<file path="src/rtl/pcc_pkg.sv">
// package for the press cycle controller: payload types, phase codes, reset values
package pcc_pkg;

  localparam int DIP_W    = 8;
  localparam int DWELL_W  = 12;
  localparam int CNT_W    = 8;
  localparam int TICK_W   = 16;
  localparam int CFG_IDX_W = 2;
  localparam int CFG_DATA_W = 16;

  localparam logic [1:0] PH_IDLE    = 2'd0;
  localparam logic [1:0] PH_EXTEND  = 2'd1;
  localparam logic [1:0] PH_DWELL   = 2'd2;
  localparam logic [1:0] PH_RETRACT = 2'd3;

  localparam logic [CFG_IDX_W-1:0] CFG_PRESS_TICKS   = 2'd0;
  localparam logic [CFG_IDX_W-1:0] CFG_RELEASE_TICKS = 2'd1;
  localparam logic [CFG_IDX_W-1:0] CFG_PULSE_TICKS   = 2'd2;
  localparam logic [CFG_IDX_W-1:0] CFG_TENTH_TICKS   = 2'd3;

  localparam logic [CNT_W-1:0]  PRESS_TICKS_RST   = 8'd20;
  localparam logic [CNT_W-1:0]  RELEASE_TICKS_RST = 8'd20;
  localparam logic [TICK_W-1:0] PULSE_TICKS_RST   = 16'd1000;
  localparam logic [TICK_W-1:0] TENTH_TICKS_RST   = 16'd100;

  typedef struct packed {
    logic             up_raw;
    logic             down_raw;
    logic [DIP_W-1:0] dip_setting;
  } pcc_in_t;

  typedef struct packed {
    logic       extend_drive;
    logic       retract_drive;
    logic       up_stable;
    logic       down_stable;
    logic [1:0] phase;
  } pcc_out_t;

endpackage

</file>
<file path="src/rtl/press_cycle_controller.sv">
// press cycle controller: switch debouncers and timed extend/dwell/retract sequencer
//
// each input transaction is one sample tick carrying the raw up and down switch
// levels and the dip dwell setting. every accepted transaction gives exactly one
// result transaction with the solenoid drives, debounced levels and the phase
// that was active during that tick.
// latency: the result is valid in the cycle after the input transaction.
// throughput: one transaction per cycle; the debouncers and sequencer update in
// a single registered pass, and the result register lets a new tick in while
// the last result is taken in the same cycle.
// when the receiver stalls, the result register holds and in_ready drops until
// the result is taken.
// reset (rst_n low at a clock edge) loads the default tick counts and starts a
// retract pulse. configuration writes via cfg_we/cfg_index/cfg_data are registered,
// and a new value is used at the next reload of the count that uses it.
module press_cycle_controller #(
  parameter int DIP_BITS = 8
) (
  input  logic                          clk,
  input  logic                          rst_n,
  input  logic                          in_valid,
  output logic                          in_ready,
  input  pcc_pkg::pcc_in_t              in_data,
  output logic                          out_valid,
  input  logic                          out_ready,
  output pcc_pkg::pcc_out_t             out_data,
  input  logic                          cfg_we,
  input  logic [pcc_pkg::CFG_IDX_W-1:0] cfg_index,
  input  logic [pcc_pkg::CFG_DATA_W-1:0] cfg_data
);
  import pcc_pkg::*;

  localparam logic [DIP_W-1:0] DipMask =
    (DIP_BITS >= DIP_W) ? {DIP_W{1'b1}} : DIP_W'((1 << DIP_BITS) - 1);

  logic [CNT_W-1:0]   press_ticks_r, release_ticks_r;
  logic [TICK_W-1:0]  pulse_ticks_r, tenth_ticks_r;

  logic               up_state_r, up_state_nxt;
  logic               down_state_r, down_state_nxt;
  logic [CNT_W-1:0]   up_cnt_r, up_cnt_nxt;
  logic [CNT_W-1:0]   down_cnt_r, down_cnt_nxt;
  logic [1:0]         phase_r, phase_nxt;
  logic [TICK_W-1:0]  pulse_left_r, pulse_left_nxt;
  logic [DWELL_W-1:0] dwell_left_r, dwell_left_nxt;
  logic [TICK_W-1:0]  unit_left_r, unit_left_nxt;

  logic               out_valid_r;
  pcc_out_t           out_data_r, out_data_nxt;

  logic               in_fire;
  logic [DIP_W-1:0]   dip;
  logic [DWELL_W-1:0] units;
  logic [DWELL_W-1:0] dwell_dec;
  logic [CNT_W-1:0]   up_dec, down_dec;

  assign in_ready  = !out_valid_r || out_ready;
  assign in_fire   = in_valid && in_ready;
  assign out_valid = out_valid_r;
  assign out_data  = out_data_r;

  assign dip   = in_data.dip_setting & DipMask;
  // dip * 10, at most 2550 so it fits the dwell counter
  assign units = {1'b0, dip, 3'b000} + {3'b000, dip, 1'b0};
  assign dwell_dec = dwell_left_r - DWELL_W'(1);
  assign up_dec    = up_cnt_r - CNT_W'(1);
  assign down_dec  = down_cnt_r - CNT_W'(1);

  // debouncers
  always_comb begin
    up_state_nxt = up_state_r;
    if (in_data.up_raw == up_state_r) begin
      up_cnt_nxt = up_state_r ? release_ticks_r : press_ticks_r;
    end else if (up_dec == '0) begin
      up_state_nxt = in_data.up_raw;
      up_cnt_nxt   = in_data.up_raw ? release_ticks_r : press_ticks_r;
    end else begin
      up_cnt_nxt = up_dec;
    end

    down_state_nxt = down_state_r;
    if (in_data.down_raw == down_state_r) begin
      down_cnt_nxt = down_state_r ? release_ticks_r : press_ticks_r;
    end else if (down_dec == '0) begin
      down_state_nxt = in_data.down_raw;
      down_cnt_nxt   = in_data.down_raw ? release_ticks_r : press_ticks_r;
    end else begin
      down_cnt_nxt = down_dec;
    end
  end

  // sequencer
  always_comb begin
    phase_nxt      = phase_r;
    pulse_left_nxt = pulse_left_r;
    dwell_left_nxt = dwell_left_r;
    unit_left_nxt  = unit_left_r;
    case (phase_r)
      PH_IDLE: begin
        if (up_state_nxt) begin
          phase_nxt      = PH_RETRACT;
          pulse_left_nxt = pulse_ticks_r;
        end else if (down_state_nxt) begin
          dwell_left_nxt = units;
          phase_nxt      = PH_EXTEND;
          pulse_left_nxt = pulse_ticks_r;
        end
      end
      PH_EXTEND: begin
        if (pulse_left_r <= TICK_W'(1)) begin
          if (dwell_left_r == '0) begin
            phase_nxt      = PH_RETRACT;
            pulse_left_nxt = pulse_ticks_r;
          end else begin
            phase_nxt     = PH_DWELL;
            unit_left_nxt = tenth_ticks_r;
          end
        end else begin
          pulse_left_nxt = pulse_left_r - TICK_W'(1);
        end
      end
      PH_DWELL: begin
        if (unit_left_r <= TICK_W'(1)) begin
          unit_left_nxt = tenth_ticks_r;
          if (dwell_dec == '0 || up_state_nxt) begin
            dwell_left_nxt = '0;
            phase_nxt      = PH_RETRACT;
            pulse_left_nxt = pulse_ticks_r;
          end else begin
            dwell_left_nxt = dwell_dec;
          end
        end else begin
          unit_left_nxt = unit_left_r - TICK_W'(1);
        end
      end
      default: begin
        if (pulse_left_r <= TICK_W'(1)) begin
          phase_nxt = PH_IDLE;
        end else begin
          pulse_left_nxt = pulse_left_r - TICK_W'(1);
        end
      end
    endcase
  end

  always_comb begin
    out_data_nxt.extend_drive  = (phase_r == PH_EXTEND);
    out_data_nxt.retract_drive = (phase_r == PH_RETRACT);
    out_data_nxt.up_stable     = up_state_nxt;
    out_data_nxt.down_stable   = down_state_nxt;
    out_data_nxt.phase         = phase_r;
  end

  // configuration registers
  always_ff @(posedge clk) begin
    if (!rst_n) begin
      press_ticks_r   <= PRESS_TICKS_RST;
      release_ticks_r <= RELEASE_TICKS_RST;
      pulse_ticks_r   <= PULSE_TICKS_RST;
      tenth_ticks_r   <= TENTH_TICKS_RST;
    end else if (cfg_we) begin
      case (cfg_index)
        CFG_PRESS_TICKS:   press_ticks_r   <= cfg_data[CNT_W-1:0];
        CFG_RELEASE_TICKS: release_ticks_r <= cfg_data[CNT_W-1:0];
        CFG_PULSE_TICKS:   pulse_ticks_r   <= cfg_data[TICK_W-1:0];
        CFG_TENTH_TICKS:   tenth_ticks_r   <= cfg_data[TICK_W-1:0];
        default: ;
      endcase
    end
  end

  // block state
  always_ff @(posedge clk) begin
    if (!rst_n) begin
      up_state_r   <= 1'b0;
      down_state_r <= 1'b0;
      up_cnt_r     <= RELEASE_TICKS_RST;
      down_cnt_r   <= RELEASE_TICKS_RST;
      phase_r      <= PH_RETRACT;
      pulse_left_r <= PULSE_TICKS_RST;
      dwell_left_r <= '0;
      unit_left_r  <= TENTH_TICKS_RST;
    end else if (in_fire) begin
      up_state_r   <= up_state_nxt;
      down_state_r <= down_state_nxt;
      up_cnt_r     <= up_cnt_nxt;
      down_cnt_r   <= down_cnt_nxt;
      phase_r      <= phase_nxt;
      pulse_left_r <= pulse_left_nxt;
      dwell_left_r <= dwell_left_nxt;
      unit_left_r  <= unit_left_nxt;
    end
  end

  // result register
  always_ff @(posedge clk) begin
    if (!rst_n) begin
      out_valid_r <= 1'b0;
    end else if (in_fire) begin
      out_valid_r <= 1'b1;
    end else if (out_ready) begin
      out_valid_r <= 1'b0;
    end
  end

  always_ff @(posedge clk) begin
    if (in_fire) begin
      out_data_r <= out_data_nxt;
    end
  end

  a_one_drive: assert property (@(posedge clk) disable iff (!rst_n)
    out_valid_r |-> !(out_data_r.extend_drive && out_data_r.retract_drive))
    else $error("extend and retract driven together");

  a_dwell_nonzero: assert property (@(posedge clk) disable iff (!rst_n)
    (phase_r == PH_DWELL) |-> (dwell_left_r != '0))
    else $error("dwell phase with no units left");

  a_result_follows: assert property (@(posedge clk) disable iff (!rst_n)
    in_fire |=> out_valid_r)
    else $error("accepted transaction gave no result");

  a_phase_holds: assert property (@(posedge clk) disable iff (!rst_n)
    !in_fire |=> $stable(phase_r))
    else $error("phase moved without a transaction");

endmodule

</file>
<file path="config.mk">
export PLATFORM = sky130hd
export DESIGN_NAME = press_cycle_controller
export DESIGN_NICKNAME = d
export VERILOG_FILES = /design/src/rtl/pcc_pkg.sv /design/src/rtl/press_cycle_controller.sv
export SDC_FILE = /design/constraint.sdc
export NUM_CORES = 1
export LEC_CHECK = 0
export ABC_CLOCK_PERIOD_IN_PS = 3100
export CORE_UTILIZATION = 55
export DETAILED_ROUTE_END_ITERATION = 8
export DONT_BUFFER_PORTS = 1
export HOLD_SLACK_MARGIN = 0.05
export PLACE_DENSITY = 0.77
export SLEW_MARGIN = 20
export SYNTH_ARGS = -nofsm -noshare
export SYNTH_HDL_FRONTEND = slang
export SYNTH_SLANG_ARGS = --single-unit
export TNS_END_PERCENT = 50
</file>
<file path="constraint.sdc">
create_clock -name clk -period 3.1 [get_ports clk]
set_input_delay 0.93 -clock clk [delete_from_list [all_inputs] [get_ports clk]]
set_output_delay 0.93 -clock clk [all_outputs]
set_load 0.03 [all_outputs]
</file>
==> metrics.md <==
| Metric | Value |
|---|---|
| Post-CTS Setup Repair Bufs | `0` |
| Grt total ovfl | `0` |
| Die area | `13000 µm²` |
| Drt via density | `6.31` |
| P&R area growth vs syn | `11.0%` |
| Vias after detailed routing | `6577` |
| Row count | `40` |
| Starting Density | `56.8%` |
| Post-route ant nets | `0` |
| CTS sink count | `119` |
| Synth unique cells | `78` |
| Die height | `114 µm` |
| Register Area | `2440 µm²` |
| Synth warnings | `0` |
| Initial drt markers | `561` |
| Clk Latency, worst-skew pair | `0.43 ns` |
| Max Fclk | `334 MHz` |
| Outcome | `finished clean` |
| VDD IR max | `0.467 mV` |
| CTS root buf | `clkbuf_16` |
| Initial antenna violation count | `0` |
| Setup crit start kind | `flop` |
| Crit path max fanout | `18` |
| Post-synthesis sequential area ratio | `35.5%` |
| Syn nets | `932` |
| Slew Limit Fails | `0` |
| Post-synth top area cell | `dfxtp_1` |
| Gpl congestion | `0.952` |
| Largest cells by area after synthesis | `dfxtp_1, nand2_1, a21oi_1` |
| Setup TNS | `0 ns` |
| Worst r2r src | `dwell_left_r[0]` |
| Final setup vio count | `0` |
| Boundary pin count | `41` |
| Final Cycle Share | `96.7%` |
| Synth Area per Inst | `7.85 µm²` |
| Clock-pin slew on the worst setup and hold paths | `0.06 ns` |
| Pre-antenna DRT Iters | `5` |
| Post-synth top area share | `32.9%` |
| H-tree depth | `4` |
| Hold Startpoint | `tenth_ticks_r[1]` |
| Pwr Density | `538 nW/µm²` |
| Crit Path Category | `reg -> reg` |
| Slew HR | `53.7%` |
| Core Util, Final | `63.0%` |
| Synthesized cell area | `6880 µm²` |
| Routed WL | `18500 µm` |
| Drt wl/cell | `17.7 µm` |
| RSZ-0062 raised after global routing | `false` |
| CTS resizes | `0` |
| Total track usage | `29.3%` |
| Fillers | `1035` |
| Port Buffers | `0` |
| CTS Hold Bufs | `0` |
| Min-delay worst type | `reg -> reg` |
| Vias in the first global route | `6148` |
| Most used DFF post-synth | `dfxtp_1` |
| Final hold violation count | `0` |
| Core Area | `12100 µm²` |
| Die width | `114 µm` |
| Number of synthesized flops with an enable pin | `6` |
| Crit end category | `flop` |
| Leak | `2.83 nW` |
| Yosys reg bits | `119` |
| Global-route wire length before repair | `29800 µm` |
| Max clock buf depth | `2` |
| Antenna diodes | `0` |
| DR DRC count | `0` |
| Min Tclk post-route | `3.00 ns` |
| Hpwl dp | `12700 µm` |
| Worst EP arrival | `3.29 ns` |
| Clock skew | `0.00892 ns` |
| Mapped Cells | `877` |
| Required @ worst endpoint | `3.39 ns` |
| Most frequent cells after synthesis | `nand2_1, dfxtp_1, a21oi_1` |
| CTS tree | `done` |
| Share of layout cells above drive strength 1 | `8.23%` |
| Multi-input logic area | `4060 µm²` |
| Max Cap Viol | `0` |
| Async S/R FF share, synth | `0%` |
| Pin count of the biggest net entering global routing | `59` |
| TritonCTS Buffers | `17` |
| Critical Path Source | `dwell_left_r[0]` |
| Worst slew pin tran | `0.695 ns` |
| Most frequent cell after synthesis | `nand2_1` |
| Nets | `917` |
| R2r setup slk | `0.10 ns` |
[flip-flops by register name (all words and copies together), names as in the netlist]
name	cells
tenth_ticks_r	16
press_ticks_r	8
pulse_left_r	16
release_ticks_r	8
unit_left_r	16
up_cnt_r	8
dwell_left_r	12
pulse_ticks_r	16
out_data	6
up_state_r	1
down_cnt_r	8
out_valid	1
phase_r	2
down_state_r	1
[stage by stage]
step                      hold slack, ns  power (mW)  cells  cell area [µm²]  setup WS [ns]
after floorplan                    0.432        2.03    877             6880          0.454
after global placement             0.444        2.09   1009             7020          0.349
after detailed placement           0.449        2.11   1009             7020          0.200
after CTS                          0.456        4.11   1041             7620          0.140
after global routing               0.471        4.24   1043             7640         0.0134
final                              0.458        4.11   1043             7640          0.102
[layout by cell type, fill, tap and decap left out, types with 10 or more instances in the layout]
cell / Yosys / final
inv_1: 43 / 42
ha_1: 21 / 21
mux2i_1: 16 / 16
nand3_1: 26 / 26
xnor2_1: 16 / 16
o211ai_1: 19 / 19
xor2_1: 10 / 10
dfxtp_1: 113 / 113
a221oi_1: 10 / 10
a21oi_1: 78 / 78
nor2_1: 71 / 71
a211oi_1: 15 / 15
o21ai_0: 46 / 46
nand2_1: 135 / 135
nor4_1: 10 / 10
and2_1: 14 / 14
clkbuf_16: 0 / 17
nor3_1: 27 / 27
buf_4: 1 / 18
[worst max-delay path, stage by stage, from the launching register on]
cell	delay, ns
dfxtp_1	0.40
inv_1	0.10
ha_1	0.27
xor2_1	0.16
or4b_2	0.65
o41ai_4	0.30
a221oi_2	0.13
buf_4	0.22
o311ai_0	0.50
o31ai_2	0.12
[cells by family (layout without fill, tap and decap cells)]
group,Yosys count,count (layout),synth area share (%)
xor+xnor,26,26,3.31
compound gates,261,261,26.1
mux,17,17,2.49
fa+ha+maj,22,22,4.11
flops,119,119,35.5
buf+inv,97,95,5.64
simple gates,335,335,22.8
[path summary, 6_finish.rpt]
check                           cells after the start          endpoint
worst max-delay path                                9  pulse_left_r[13]
worst min-delay path                                2  tenth_ticks_r[1]
worst min register to register                      2  tenth_ticks_r[1]
worst max register to register                      9  pulse_left_r[13]
[power by group]
| part | internal, mW | switching [mW] | total, mW |
|---|---|---|---|
| registers | 1.60 | 0.0744 | 1.68 |
| clock network | 1.27 | 0.751 | 2.02 |
| logic | 0.168 | 0.244 | 0.412 |
[per-layer routing]
layer | GRT usage, % | wire length (µm) | up-vias
met3 | 8.98 | 1530 | 38
met4 | 12.6 | 475 | 0
met2 | 48.5 | 8920 | 258
li1 | - | - | 3151
met5 | 0 | 0 | -
met1 | 35.3 | 7560 | 3130
[area by class of cell]
type | count | area share (%)
tap | 168 | 2.75
clock buffer | 18 | 5.62
clock inverter | 14 | 2.29
sequential | 119 | 32.0
timing repair buffer | 19 | 2.03
inverter | 44 | 2.16
multi-input combinational | 661 | 53.2
Note: power is estimated with default switching activity, not from simulation.
